## src/rtl/lsmc_pkg.sv

```systemverilog
// Shared constants, types and the neighbourhood table of the mean curvature block.
package lsmc_pkg;

	localparam int MAX_PLANES_DEF = 256;
	localparam int MAX_ROWS_DEF   = 64;
	localparam int MAX_COLS_DEF   = 64;

	// pending voxel words between front and back
	localparam int QUEUE_DEPTH = 4;

	localparam int PHI_W      = 24;
	localparam int CURV_W     = 18;
	localparam int CFG_IDX_W  = 3;
	localparam int CFG_DATA_W = 16;
	localparam int EPS_W      = 16;
	localparam int EXT_X_W    = 9;
	localparam int EXT_YZ_W   = 7;

	localparam logic [CFG_IDX_W-1:0] REG_EXTENT_X = 3'd0;
	localparam logic [CFG_IDX_W-1:0] REG_EXTENT_Y = 3'd1;
	localparam logic [CFG_IDX_W-1:0] REG_EXTENT_Z = 3'd2;
	localparam logic [CFG_IDX_W-1:0] REG_EPSILON  = 3'd3;

	localparam logic CMD_SAMPLE = 1'b0;
	localparam logic CMD_DRAIN  = 1'b1;

	// 19-point neighbourhood: plane, row and column offsets of each tap
	localparam int NB_COUNT = 19;
	localparam logic [4:0] NB_U0  = 5'd0;
	localparam logic [4:0] NB_U1  = 5'd1;
	localparam logic [4:0] NB_U1M = 5'd2;
	localparam logic [4:0] NB_U1P = 5'd3;
	localparam logic [4:0] NB_U2  = 5'd4;
	localparam logic [4:0] NB_U3  = 5'd5;
	localparam logic [4:0] NB_U3M = 5'd6;
	localparam logic [4:0] NB_U3P = 5'd7;
	localparam logic [4:0] NB_U4  = 5'd8;
	localparam logic [4:0] NB_U4M = 5'd9;
	localparam logic [4:0] NB_U4P = 5'd10;
	localparam logic [4:0] NB_U5  = 5'd11;
	localparam logic [4:0] NB_U5M = 5'd12;
	localparam logic [4:0] NB_U5P = 5'd13;
	localparam logic [4:0] NB_U6  = 5'd14;
	localparam logic [4:0] NB_U7  = 5'd15;
	localparam logic [4:0] NB_U7M = 5'd16;
	localparam logic [4:0] NB_U7P = 5'd17;
	localparam logic [4:0] NB_U8  = 5'd18;

	typedef enum logic [1:0] {
		OFF_MINUS,
		OFF_ZERO,
		OFF_PLUS
	} off_t;

	typedef struct packed {
		off_t di;
		off_t dj;
		off_t dk;
	} nb_off_t;

	function automatic nb_off_t nb_offset(input logic [4:0] idx);
		nb_off_t o;
		case (idx)
			NB_U0:   o = '{OFF_MINUS, OFF_MINUS, OFF_ZERO};
			NB_U1:   o = '{OFF_MINUS, OFF_ZERO,  OFF_ZERO};
			NB_U1M:  o = '{OFF_MINUS, OFF_ZERO,  OFF_MINUS};
			NB_U1P:  o = '{OFF_MINUS, OFF_ZERO,  OFF_PLUS};
			NB_U2:   o = '{OFF_MINUS, OFF_PLUS,  OFF_ZERO};
			NB_U3:   o = '{OFF_ZERO,  OFF_MINUS, OFF_ZERO};
			NB_U3M:  o = '{OFF_ZERO,  OFF_MINUS, OFF_MINUS};
			NB_U3P:  o = '{OFF_ZERO,  OFF_MINUS, OFF_PLUS};
			NB_U4:   o = '{OFF_ZERO,  OFF_ZERO,  OFF_ZERO};
			NB_U4M:  o = '{OFF_ZERO,  OFF_ZERO,  OFF_MINUS};
			NB_U4P:  o = '{OFF_ZERO,  OFF_ZERO,  OFF_PLUS};
			NB_U5:   o = '{OFF_ZERO,  OFF_PLUS,  OFF_ZERO};
			NB_U5M:  o = '{OFF_ZERO,  OFF_PLUS,  OFF_MINUS};
			NB_U5P:  o = '{OFF_ZERO,  OFF_PLUS,  OFF_PLUS};
			NB_U6:   o = '{OFF_PLUS,  OFF_MINUS, OFF_ZERO};
			NB_U7:   o = '{OFF_PLUS,  OFF_ZERO,  OFF_ZERO};
			NB_U7M:  o = '{OFF_PLUS,  OFF_ZERO,  OFF_MINUS};
			NB_U7P:  o = '{OFF_PLUS,  OFF_ZERO,  OFF_PLUS};
			NB_U8:   o = '{OFF_PLUS,  OFF_PLUS,  OFF_ZERO};
			default: o = '{OFF_ZERO,  OFF_ZERO,  OFF_ZERO};
		endcase
		return o;
	endfunction

endpackage

```

## src/rtl/lsmc_front.sv

```systemverilog
// Front end: configuration, sample store writes and classification of voxels to answer.
module lsmc_front import lsmc_pkg::*; #(
	parameter int MAX_PLANES = MAX_PLANES_DEF,
	parameter int MAX_ROWS   = MAX_ROWS_DEF,
	parameter int MAX_COLS   = MAX_COLS_DEF,
	localparam int XW  = $clog2(MAX_PLANES + 1),
	localparam int YW  = $clog2(MAX_ROWS + 1),
	localparam int ZW  = $clog2(MAX_COLS + 1),
	localparam int PLW = $clog2(MAX_ROWS * MAX_COLS + 1),
	localparam int AW  = $clog2(2 * MAX_ROWS * MAX_COLS + 2 * MAX_COLS + QUEUE_DEPTH + 3),
	localparam int EW  = XW + YW + ZW + AW + 1
) (
	input  logic                  clk,
	input  logic                  arst_n,
	input  logic                  cfg_valid,
	output logic                  cfg_ready,
	input  logic [CFG_IDX_W-1:0]  cfg_index,
	input  logic [CFG_DATA_W-1:0] cfg_data,
	input  logic                  in_valid,
	output logic                  in_ready,
	input  logic                  command,
	input  logic signed [PHI_W-1:0] phi_value,
	output logic                  mem_we,
	output logic [AW-1:0]         mem_waddr,
	output logic [PHI_W-1:0]      mem_wdata,
	output logic                  q_push,
	output logic [EW-1:0]         q_data,
	input  logic                  q_full,
	output logic [XW-1:0]         ext_x,
	output logic [YW-1:0]         ext_y,
	output logic [ZW-1:0]         ext_z,
	output logic [PLW-1:0]        plane_size,
	output logic [EPS_W-1:0]      eps
);

	localparam int TW = $clog2(MAX_PLANES * MAX_ROWS * MAX_COLS + 1);

	logic [EXT_X_W-1:0]  ext_x_q;
	logic [EXT_YZ_W-1:0] ext_y_q, ext_z_q;
	logic [EPS_W-1:0]    eps_q;
	logic [1:0]          settle_q;

	logic [XW-1:0]  xc_c, xc_q;
	logic [YW-1:0]  yc_c, yc_q;
	logic [ZW-1:0]  zc_c, zc_q;
	logic [YW+ZW-1:0] pyz;
	logic [PLW-1:0] p_q;
	logic [PLW:0]   pz_q;
	logic [XW+PLW-1:0] txp;
	logic [TW-1:0]  total_q;

	logic [TW-1:0] wp_q, ep_q;
	logic [XW-1:0] ei_q;
	logic [YW-1:0] ej_q;
	logic [ZW-1:0] ek_q;

	// ring addresses run on across regions so a new region never overwrites
	// the window of voxels the back is still answering
	logic [AW-1:0]    wa_q, ra_q;
	logic [TW:0]      ahead;
	logic             cfg_hit, accept, store, emit, last_c;

	// clamp the extents to 1..max
	always_comb begin
		if (ext_x_q == '0) xc_c = XW'(1);
		else if (int'(ext_x_q) > MAX_PLANES) xc_c = XW'(MAX_PLANES);
		else xc_c = XW'(ext_x_q);
		if (ext_y_q == '0) yc_c = YW'(1);
		else if (int'(ext_y_q) > MAX_ROWS) yc_c = YW'(MAX_ROWS);
		else yc_c = YW'(ext_y_q);
		if (ext_z_q == '0) zc_c = ZW'(1);
		else if (int'(ext_z_q) > MAX_COLS) zc_c = ZW'(MAX_COLS);
		else zc_c = ZW'(ext_z_q);
	end

	assign pyz = yc_c * zc_c;
	assign txp = xc_q * p_q;

	// derived sizes: extents and plane size registered first, then total_q and pz_q
	always_ff @(posedge clk) begin
		xc_q    <= xc_c;
		yc_q    <= yc_c;
		zc_q    <= zc_c;
		p_q     <= PLW'(pyz);
		pz_q    <= {1'b0, p_q} + (PLW + 1)'(zc_q);
		total_q <= TW'(txp);
	end

	assign cfg_ready = 1'b1;
	assign cfg_hit   = cfg_valid && (cfg_index <= REG_EPSILON);
	assign in_ready  = (settle_q == 2'd0) && !q_full;
	assign accept    = in_valid && in_ready;

	assign ahead   = {1'b0, wp_q} + 1'b1 - {1'b0, ep_q};
	assign last_c  = ({1'b0, ep_q} + 1'b1) == {1'b0, total_q};

	always_comb begin
		store = (command == CMD_SAMPLE) && (wp_q < total_q);
		if (command == CMD_SAMPLE) begin
			emit = store && (ep_q < total_q) && (ahead > pz_q);
		end else begin
			emit = (wp_q == total_q) && (ep_q < total_q);
		end
	end

	assign mem_we    = accept && store;
	assign mem_waddr = wa_q;
	assign mem_wdata = phi_value;
	assign q_push    = accept && emit;
	assign q_data    = {last_c, ra_q, ek_q, ej_q, ei_q};

	assign ext_x      = xc_q;
	assign ext_y      = yc_q;
	assign ext_z      = zc_q;
	assign plane_size = p_q;
	assign eps        = eps_q;

	always_ff @(posedge clk or negedge arst_n) begin
		if (!arst_n) begin
			ext_x_q  <= EXT_X_W'(64);
			ext_y_q  <= EXT_YZ_W'(64);
			ext_z_q  <= EXT_YZ_W'(64);
			eps_q    <= EPS_W'(1);
			settle_q <= 2'd2;
			wp_q     <= '0;
			ep_q     <= '0;
			ei_q     <= '0;
			ej_q     <= '0;
			ek_q     <= '0;
			wa_q     <= '0;
			ra_q     <= '0;
		end else if (cfg_hit) begin
			case (cfg_index)
				REG_EXTENT_X: ext_x_q <= cfg_data[EXT_X_W-1:0];
				REG_EXTENT_Y: ext_y_q <= cfg_data[EXT_YZ_W-1:0];
				REG_EXTENT_Z: ext_z_q <= cfg_data[EXT_YZ_W-1:0];
				REG_EPSILON:  eps_q   <= cfg_data;
				default:      eps_q   <= eps_q;
			endcase
			settle_q <= 2'd2;
			wp_q     <= '0;
			ep_q     <= '0;
			ei_q     <= '0;
			ej_q     <= '0;
			ek_q     <= '0;
			wa_q     <= '0;
			ra_q     <= '0;
		end else begin
			if (settle_q != 2'd0) begin
				settle_q <= settle_q - 1'b1;
			end
			if (accept) begin
				if (store) begin
					wp_q <= wp_q + 1'b1;
					wa_q <= wa_q + 1'b1;
				end
				if (emit) begin
					ra_q <= ra_q + 1'b1;
					if (last_c) begin
						// region done, start over
						wp_q <= '0;
						ep_q <= '0;
						ei_q <= '0;
						ej_q <= '0;
						ek_q <= '0;
					end else begin
						ep_q <= ep_q + 1'b1;
						if (({1'b0, ek_q} + 1'b1) < {1'b0, zc_q}) begin
							ek_q <= ek_q + 1'b1;
						end else begin
							ek_q <= '0;
							if (({1'b0, ej_q} + 1'b1) < {1'b0, yc_q}) begin
								ej_q <= ej_q + 1'b1;
							end else begin
								ej_q <= '0;
								ei_q <= ei_q + 1'b1;
							end
						end
					end
				end
			end
		end
	end

`ifndef SYNTHESIS
	a_emit_behind_write: assert property (@(posedge clk) disable iff (!arst_n)
		ep_q <= wp_q)
		else $error("answered voxel ahead of stored voxel");
	a_write_in_region: assert property (@(posedge clk) disable iff (!arst_n)
		(settle_q == 2'd0) |-> (wp_q <= total_q))
		else $error("write position beyond region");
`endif

endmodule

```

## config.mk

```make
export PLATFORM = sky130hd
export DESIGN_NAME = lsmc_front
export DESIGN_NICKNAME = d
export VERILOG_FILES = /design/src/rtl/lsmc_pkg.sv /design/src/rtl/lsmc_front.sv
export SDC_FILE = /design/constraint.sdc
export NUM_CORES = 1
export LEC_CHECK = 0
export BUFFER_PORTS_ARGS = -buffer_cell sky130_fd_sc_hd__buf_2
export CORE_MARGIN = 5
export CORE_UTILIZATION = 38
export CTS_CLUSTER_SIZE = 40
export DETAILED_ROUTE_END_ITERATION = 10
export PLACE_DENSITY = 0.62
export SLEW_MARGIN = 20
export SYNTH_ARGS = -nofsm -noshare
export SYNTH_HDL_FRONTEND = slang
export SYNTH_SLANG_ARGS = --single-unit
```

## constraint.sdc

```tcl
create_clock -name clk -period 4.7 [get_ports clk]
set_input_delay 0 -clock clk [delete_from_list [all_inputs] [get_ports clk]]
set_output_delay 0 -clock clk [all_outputs]
set_load 0.005 [all_outputs]
```

# Word-level counts from Yosys, hierarchy flattened
# Index checks and enable logic that the tools add are counted.
# Widths: inputs -> output; s select.
word_totals:
  ff_bits: 205
  out_inout_bits: 132
  in_bits: 49
op_classes:
  add_sub_neg: 14
  n_bitwise: 1
  muxes: 40
  multipliers: 2
  reduce_logical: 29
  n_lt_le_gt_ge: 9
  n_eq_ne: 7
op_table:
  columns: ["operator", "n"]
  rows:
  - ["$mux 21", 9]
  - ["$mux 7", 15]
  - ["$mux 14", 6]
  - ["$mux 9", 7]
  - ["$add 21x1->22 const B", 2]
  - ["$add 21x1->21 const B", 2]
  - ["$lt 21x21->1", 2]
  - ["$add 14x1->14 const B", 2]
  - ["$eq 22x21->1", 1]
  - ["$gt 22x14->1", 1]
  - ["$sub 22x21->22", 1]
  - ["$eq 21x21->1", 1]
  - ["$mul 9x13->21", 1]
  - ["$add 7x1->8 const B", 2]
  - ["$lt 8x7->1", 2]
  - ["$add 13x7->14", 1]
  - ["$add 7x1->7 const B", 2]
  - ["$gt 7x7->1 const B", 2]
  - ["$logic_not 7->1", 2]
  - ["$mul 7x7->13", 1]
  - ["$reduce_and 2->1", 6]
  - ["$reduce_bool 2->1", 5]
  - ["$add 9x1->9 const B", 1]
  - ["$gt 9x9->1 const B", 1]
  - ["other kinds (16)", 27]

# Longest topological paths before layout
# Gate-level depths: netlist (run 1).
depth:
  word_depth: 8
  depth_mapped: 26
  mapped_depth_nobuf: 24

# Worst setup path after synthesis (run 1)
# OpenSTA, ideal clock, no wires.
synth_path:
  path_type: "register to register"
  from: "register ep_q[2]"
  to: "register ra_q[13]"
  path_buffers: 3
  arrival_time_ns: 4.826
  t_required_ns: 4.580
  path_stages_with_launch: 24
  setup_ns: 0.120
  path_slack_ns: -0.246
  cell_sequence: "dfrtp_1 -> buf_2 -> inv_1 -> ha_1 -> inv_1 -> fa_1 -> nand2b_1 -> a21oi_1 -> nor2_1 -> o31ai_1 -> nand3_1 -> nand2_1 -> xor2_1 -> ha_1 -> a21oi_1 -> o211ai_1 -> o21a_1 -> nor4_1 -> o2111ai_1 -> o211ai_2 -> nand2_1 -> clkbuf_1 -> clkbuf_1 -> a31o_2"
synth_between:
  elab_chain_cells: 6
synth_rtl:
  columns: ["element", "line_no", "rtl"]
  rows:
  - ["from (decl)", "lsmc_front.sv:52", "logic [TW-1:0] wp_q, ep_q;"]
  - ["from (signal assigned)", "lsmc_front.sv:167", "ep_q <= ep_q + 1'b1;"]
  - ["$sub 22x21->22 / $lt 21x21->1 (equally long branches)", "lsmc_front.sv:94, lsmc_front.sv:100, lsmc_front.sv:102", null]
  - ["$gt 22x14->1 / $logic_and 1x1->1 (equally long branches)", "lsmc_front.sv:100", "emit = store && (ep_q < total_q) && (ahead > pz_q);"]
  - ["$logic_and 1x1->1", "lsmc_front.sv:100", null]
  - ["$mux 1 (*)", "lsmc_front.sv:99", "if (command == CMD_SAMPLE) begin"]
  - ["$reduce_bool 2->1 (no line) (*)", null, null]
  - ["$reduce_and 2->1 (no line) (*)", null, null]
  - ["to (signal assigned)", "lsmc_front.sv:158", "ra_q <= ra_q + 1'b1;"]
  - ["to (decl)", "lsmc_front.sv:59", "logic [AW-1:0] wa_q, ra_q;"]
# Every way passes the cells marked *; elsewhere a longest branch is shown, timed or not.
# A chain may end at the register's enable or synchronous reset.

# Final worst setup path (run 1)
layout_path:
  from: "register ep_q[6]"
  to: "register ep_q[1]"
layout_between:
  elab_chain_cells: 6
layout_rtl:
  columns: ["element", "line_no", "rtl"]
  rows:
  - ["$sub 22x21->22, or another cell as far along", "lsmc_front.sv:94", "assign ahead = {1'b0, wp_q} + 1'b1 - {1'b0, ep_q};"]
  - ["$gt 22x14->1, or another cell as far along", "lsmc_front.sv:100", null]
  - ["$logic_and 1x1->1 / $mux 21 (equally long branches)", "lsmc_front.sv:100, lsmc_front.sv:159", null]
  - ["$mux 1 / $mux 21 (equally long branches)", "lsmc_front.sv:99, lsmc_front.sv:157", null]
  - ["$reduce_bool 2->1 (no line) / $mux 21 (equally long branches)", null, null]
  - ["$reduce_and 2->1 (no line) / $mux 21 (equally long branches)", null, null]
# Parallel ways exist; a longest one is shown, timed or not. The select of a mux whose other input is x is not followed.

==> run metrics, run 1 <==
status complete, no violations; DRT antenna net count 0; CTS Buf Count 25; grt ovf 0; initial core utilization 38.6%; Peak VDD IR 0.325 mV; Syn Area/Cell 8.97 µm²; f_max 213 MHz; power per cell area 441 nW/µm²; final hold slack 0.00747 ps; vias in the first global route 15.1k; Register Area 4800 µm²; syn nets 2310; Inst Count DP 2725; critical path arrival 5110 ps; # diodes 0; top_reg_cell synth dfrtp_1; Seq/Total Area, Yosys 27.2%; clock tree from TritonCTS yes; Non-Filler Instances 2812; crit end category flop; Worst-path clk slew 60 ps; Synth Area in Simple Gates 17.9%; Final min period 4700 ps; layout overhead on the synthesized area 20.5%; mapped cell area 17600 µm²; max_cap viols 0; largest net degree at the start of global routing 89; largest family of logic cells by synthesized area adder cells; routability cong. 0.941; TritonCTS Sinks 205; commonest non-fill, non-tap cells in the layout 230 x inv_1, 190 x ha_1, 162 x nand2_1; GRT Total Usage 19.1%; Setup CP Type reg -> reg; Routed WL 49900 µm; skew final 15.7 ps; # IOs 181; CTS H-tree depth 1; origin of the worst setup path ep_q[6]; FFs w/ async S/R, synth 65.4%; post-synthesis cell type count 81; Worst-Skew Late Latency 540 ps; actual slew at the worst max-slew pin 1170 ps; Setup-failing EPs final 0; Final Net Count 2541; final period utilization 100%; CP max FO 6; initial drt markers 787; routed length on met2 23200 µm; CTS root buffer clkbuf_16; unrepaired setup endpoints after global routing yes; worst path required time 5110 ps; YS warnings 0; Final Hold Viols 0; Die H 225 µm; Vias 14.7k; P_leak 10.4 nW; post-layout power 0.00935 W; post-route DRC violation count 0; core area 45600 µm²; Die X 225 µm; first-pass GRT wire length 79800 µm; DIE AREA 50700 µm²; Final HPWL DP 39200 µm; kind of start point of the critical path flop; Slew Viols, Final 0; post-DR wirelength/cell 17.7 µm; commonest non-fill, non-tap cell in the layout inv_1; port bufs 131; multi-input logic area 11900 µm²; num rows 78; met1 WL 21800 µm; fillers 4319; initial antenna violation count 0; Adder-Cell Fraction of Synth Area 25.5%; Synth Register Bits 205; top layer in use met4; met3 wire len 3010 µm; post-synthesis compound-gate area fraction 13.1%; Post-Synth XOR/XNOR Area 5.57%; mux cell area share after synthesis 3.14%; drt first pass iters 7; Hold Crit Class in -> out; layout cells sized above 1 21.3%; min-delay src phi_value[16]; Post-Syn Instances 1963; reg-to-reg startpoint ep_q[6]; DR vias/cell 5.24; Slew HR 21.8%; Post-synth EDFFs 0; CTS Buffer Depth 3
registers in the layout (all words and copies together) (netlist names), 9 cells and up:
signal,flops
ei_q,9
ep_q,21
eps,16
ext_x,9
ext_x_q,9
mem_waddr,14
plane_size,13
pz_q,14
ra_q,14
total_q,21
wp_q,21
layer usage:
metal  vias up  GRT usage, %
met5         -             0
met4         0          6.64
met3        95          3.99
met2       446          31.4
met1      7065          25.1
li1       7120             -
worst max-delay path, stage by stage, from the launching register on:
cell	delay (ps)
dfrtp_1	380
inv_1	150
ha_1	270
ha_1	410
o211ai_1	170
a21oi_4	190
nor2_2	60
o31ai_2	260
nand3_1	100
nand2_1	90
xor2_1	70
ha_1	330
nand2_2	60
nor4bb_1	290
a21oi_1	70
o21a_1	150
nor4_4	170
o2111ai_2	160
buf_4	180
o21ai_4	200
buf_6	160
a2111oi_4	70
buf_4	210
clkbuf_16	170
a22o_1	190
final timing paths:
check	to	slack, ps	depth (start not counted)
max	ep_q[1]	2	24
min	mem_wdata[16]	0.007	0
max reg2reg	ep_q[1]	2	24
min reg2reg	ext_y[6]	470	0
max in group asynchronous	eps[10]	3380	3
min in group asynchronous	mem_waddr[13]	130	2
report_power, final:
part | internal (W) | leakage [nW] | switching [W]
registers | 0.00217 | 2.37 | 0.000408
logic | 0.00221 | 7.68 | 0.00267
clock network | 0.00112 | 0.386 | 0.000777
total | 0.00550 | 10.4 | 0.00385
per-stage QoR:
stage	utilization [%]	worst slack (ps)	setup TNS, ps	instance area, µm²
after floorplan	-	17.6	0	17700
after CTS	45.7	-152	-966	20800
final	46.5	1.53	0	21200
after global placement	42.9	-127	-1340	19600
after global routing	46.5	-233	-8620	21200
after detailed placement	42.9	-227	-7090	19600
what timing repair did:
| item | in CTS | in global routing |
|---|---|---|
| cloned | 0 | 3 |
| gates resized for setup | 55 | 80 |
| hold endpoints to repair | 136 | 0 |
| pin swaps | 34 | 62 |
| hold buffers | 25 | 0 |
| endpoints found under the setup margin | 63 | 89 |
| setup buffers | 9 | 7 |
layout make-up:
cell class | count | area share, %
Clock inverter | 10 | 0.419
Multi-Input combinational cell | 1433 | 56.2
Inverter | 238 | 4.21
Tap cell | 600 | 3.54
Clock buffer | 35 | 3.37
Timing Repair Buffer | 291 | 9.61
Sequential cell | 205 | 22.6
cell usage after synthesis (29+ instances only):
library cell | instances | area [µm²]
inv_1 | 238 | 893
mux2_2 | 42 | 473
nand2_1 | 167 | 627
nor2_1 | 124 | 465
xnor2_1 | 74 | 648
a21oi_1 | 93 | 465
fa_1 | 102 | 2040
nand3_1 | 57 | 285
nor3_1 | 36 | 180
and2_1 | 78 | 488
xor2_1 | 38 | 333
a21o_1 | 33 | 248
and3_1 | 29 | 181
dfxtp_1 | 71 | 1420
clkbuf_1 | 50 | 188
ha_1 | 196 | 2450
nand4_1 | 35 | 219
o21ai_0 | 70 | 350
dfrtp_1 | 129 | 3230
cells by family (layout without fill, tap and decap cells):
| kind of cell | count (synthesis) | count (layout) |
|---|---|---|
| AOI/OAI and AO/OA | 349 | 349 |
| xor gates and xnor gates | 112 | 112 |
| adders and majority gates | 298 | 298 |
| buffers and inverters | 325 | 574 |
| DFF | 205 | 205 |
| muxes | 50 | 50 |
| other | 1 | 1 |
| and+or+nand+nor | 623 | 623 |
Note: power is estimated with default switching activity, not from simulation.
==> inputs of run 2 (changes only) <==
--- a/config.mk
+++ b/config.mk
@@ -5,12 +5,13 @@
 export SDC_FILE = /design/constraint.sdc
 export NUM_CORES = 1
 export LEC_CHECK = 0
+export ABC_AREA = 1
 export BUFFER_PORTS_ARGS = -buffer_cell sky130_fd_sc_hd__buf_2
 export CORE_MARGIN = 5
 export CORE_UTILIZATION = 38
 export CTS_CLUSTER_SIZE = 40
 export DETAILED_ROUTE_END_ITERATION = 10
-export PLACE_DENSITY = 0.62
+export PLACE_DENSITY = 0.61
 export SLEW_MARGIN = 20
 export SYNTH_ARGS = -nofsm -noshare
 export SYNTH_HDL_FRONTEND = slang
==> run 2 against run 1 <==
Power is 0.23% lower; design area is 0.69% lower; synthesized cell count is 25% higher; clock power is 5% higher.
==> run metrics, run 2 <==
area of placed instances 19800 µm² (was 19600 µm²); post-layout power 0.00933 W (was 0.00935 W); commonest non-fill, non-tap cell in the layout nand2_1 (was inv_1); Setup CP Type reg -> reg (unchanged); power per cell area 443 nW/µm² (was 441 nW/µm²); Net Sw Power 0.00419 W (was 0.00385 W); critical path cell sequence nand2_1 -> fa_1 -> inv_1 -> fa_1 -> fa_1 -> inv_1 -> fa_1 -> inv_1 -> ha_1 -> nand2_1 -> nor2_1 -> nand3_1 -> o2111ai_1 -> nand2_1 -> nand2_1 -> a21oi_1 -> inv_1 -> nand4_1 -> nand3_1 -> xor2_1 (was inv_1 -> ha_1 -> ha_1 -> o211ai_1 -> a21oi_4 -> nor2_2 -> o31ai_2 -> nand3_1 -> nand2_1 -> xor2_1 -> ha_1 -> nand2_2 -> nor4bb_1 -> a21oi_1 -> o21a_1 -> nor4_4 -> o2111ai_2 -> buf_4 -> o21ai_4 -> buf_6 -> a2111oi_4 -> buf_4 -> clkbuf_16 -> a22o_1); Routed WL 51300 µm (was 49900 µm); layout cells sized above 1 12.8% (was 21.3%); largest registers ep_q (21), total_q (21), wp_q (21) (unchanged); dominant cells by area after synthesis dfrtp_1 18%, ha_1 13%, nand2_1 13% (was dfrtp_1 18%, ha_1 14%, fa_1 12%); Hold Crit Class in -> out (unchanged); # IOs 181 (unchanged); top_reg_cell synth dfrtp_1 (unchanged); status complete, no violations (unchanged); Final HPWL DP 41000 µm (was 39200 µm); fillers 4830 (was 4319); Syn Area/Cell 7.45 µm² (was 8.97 µm²); grt ovf 0 (unchanged); Peak VDD IR 0.246 mV (was 0.325 mV); Worst-Skew Late Latency 570 ps (was 540 ps); P_leak 11.6 nW (was 10.4 nW); Final min period 4510 ps (was 4700 ps); routability cong. 0.909 (was 0.941); Die X 230 µm (was 225 µm); top cell type's share of synthesized area 17.6% (was 18.3%); kind of start point of the critical path flop (unchanged); area leader, netlist dfrtp_1 (unchanged); most frequent cell after synthesis nand2_1 (was inv_1); post-DR wirelength/cell 15.7 µm (was 17.7 µm); CP max FO 6 (unchanged); Hold Crit Depth 0 (unchanged); commonest non-fill, non-tap cells in the layout 648 x nand2_1, 446 x inv_1, 191 x ha_1 (was 230 x inv_1, 190 x ha_1, 162 x nand2_1); Worst-path clk slew 60 ps (about the same); DR vias/cell 4.92 (was 5.24); R2R cell count 20 (was 24); port bufs 131 (unchanged); initial drt markers 1067 (was 787); Post-synth EDFFs 0 (unchanged); post-route DRC violation count 0 (unchanged); largest net degree at the start of global routing 97 (was 89); final hold slack 0.00181 ps (was 0.00747 ps); worst path required time 5130 ps (was 5110 ps); Post-Syn Instances 2460 (was 1963); post-synthesis cell type count 51 (was 81); Slew HR 37.6% (was 21.8%); num rows 80 (was 78); clock tree from TritonCTS yes (unchanged); P_int 0.00514 W (was 0.00550 W); YS warnings 0 (unchanged); mapped cell area 18300 µm² (was 17600 µm²); Final Net Count 2978 (was 2541); initial antenna violation count 1 (was 0); vias in the first global route 15.9k (was 15.1k); Crit path largest cell delay 570 ps (was 410 ps); Slew Viols, Final 0 (unchanged); part of the power in the clock network 21.3% (was 20.2%); CTS Buffer Depth 3 (unchanged); DRT antenna net count 0 (unchanged); DIE AREA 52700 µm² (was 50700 µm²); f_max 222 MHz (was 213 MHz); combinational share of power 50.3% (was 52.2%); TritonCTS Sinks 205 (unchanged); GRT Total Usage 19.2% (was 19.1%); Net Sw Frac 44.9% (was 41.2%); CTS root buffer clkbuf_16 (unchanged); FFs w/ async S/R, synth 65.4% (unchanged); Synth Register Bits 205 (unchanged); max_cap viols 0 (unchanged); # diodes 0 (unchanged); Top delay family on crit path adder cells (was compound AO/OA/AOI/OAI gates); Die H 230 µm (was 225 µm); first-pass GRT wire length 83500 µm (was 79800 µm); Commonest cells post-synth 652 x nand2_1, 449 x inv_1, 196 x ha_1 (was 238 x inv_1, 196 x ha_1, 167 x nand2_1); CTS H-tree depth 1 (unchanged); Seq/Total Area, Yosys 26.1% (was 27.2%); final period utilization 95.9% (was 100%); CTS Buf Count 25 (unchanged); final instance area 21100 µm² (was 21200 µm²); Vias 16.1k (was 14.7k); initial core utilization 38.4% (was 38.6%); Final Hold Viols 0 (unchanged); Seq pwr share 28.4% (was 27.6%); CP Depth 20 (was 24); Setup-failing EPs final 0 (unchanged); drt first pass iters 5 (was 7); syn nets 2807 (was 2310); Slowest-stage cell, CP fa_1 (was ha_1); crit end category flop (unchanged); critical path arrival 4940 ps (was 5110 ps); Setup TNS 0 ps (unchanged); actual slew at the worst max-slew pin 933 ps (was 1170 ps); core area 47700 µm² (was 45600 µm²); layout overhead on the synthesized area 15.0% (was 20.5%); skew final 20.9 ps (was 15.7 ps); Buf/Inv on CP 4 (was 5)
==> run 2: final timing paths <==
path / from / endpoint / slack, ps
min: phi_value[15] / mem_wdata[15] / 0.002
max in group asynchronous: arst_n / ra_q[9] / 3030
max reg2reg: plane_size[10] / total_q[20] / 190
min in group asynchronous: arst_n / ep_q[19] / 440
min reg2reg: settle_q[0] / settle_q[0] / 470
max: plane_size[10] / total_q[20] / 190
==> run 2: timing repair <==
item | in CTS | in global routing
gates resized for setup | 3 | 44
buffers inserted | 0 | 3
endpoints found under the hold margin | 129 | 30
pin swaps | 1 | 21
endpoints found under the setup margin | 2 | 74
hold buffers | 18 | 1
==> run 2: cells by family after synthesis <==
logic type / share of synthesized area (%)
AOI/OAI and AO/OA: 6.22
xor gates and xnor gates: 5.16
adders and majority gates: 24.5
buffers and inverters: 11.8
DFF: 26.1
muxes: 0.430
other: 0.0205
and+or+nand+nor: 25.7
==> run 2: cell type report <==
class | count | area (µm²) | area share [%]
Tap cell | 615 | 769 | 3.65
Inverter | 454 | 1710 | 8.10
Clock buffer | 28 | 647 | 3.07
Timing Repair Buffer | 225 | 1460 | 6.93
Multi-Input combinational cell | 1720 | 11500 | 54.5
Clock inverter | 18 | 188 | 0.891
Sequential cell | 205 | 4810 | 22.8
==> run 2: power groups by stage <==
stage	registers, W	logic (W)	clock network (W)
3_5_place_dp	0.00267	0.00461	0
5_1_grt	0.00270	0.00544	0.00212
4_1_cts	0.00264	0.00466	0.00205
2_1_floorplan	0.00243	0.00327	0
6_report	0.00265	0.00469	0.00199
3_3_place_gp	0.00266	0.00452	0
==> run 2: stage by stage <==
stage | std cells | util [%] | worst slack, ps
floorplan | 2460 | - | 38.9
global placement | 3196 | 41.6 | -103
detailed placement | 3196 | 41.6 | -77.2
CTS | 3260 | 43.7 | 15.9
global route | 3265 | 44.1 | -16.9
finish | 3265 | 44.1 | 193
==> run 2: routing by layer <==
layer  share of wire [%]  track usage [%]  vias to the layer above
li1                    -                -                     8031
met1                  45             25.5                     7586
met2                  47             32.7                      374
met3                 4.6             2.81                       89
met4                 3.2             5.28                        0
met5                   0                0                        -
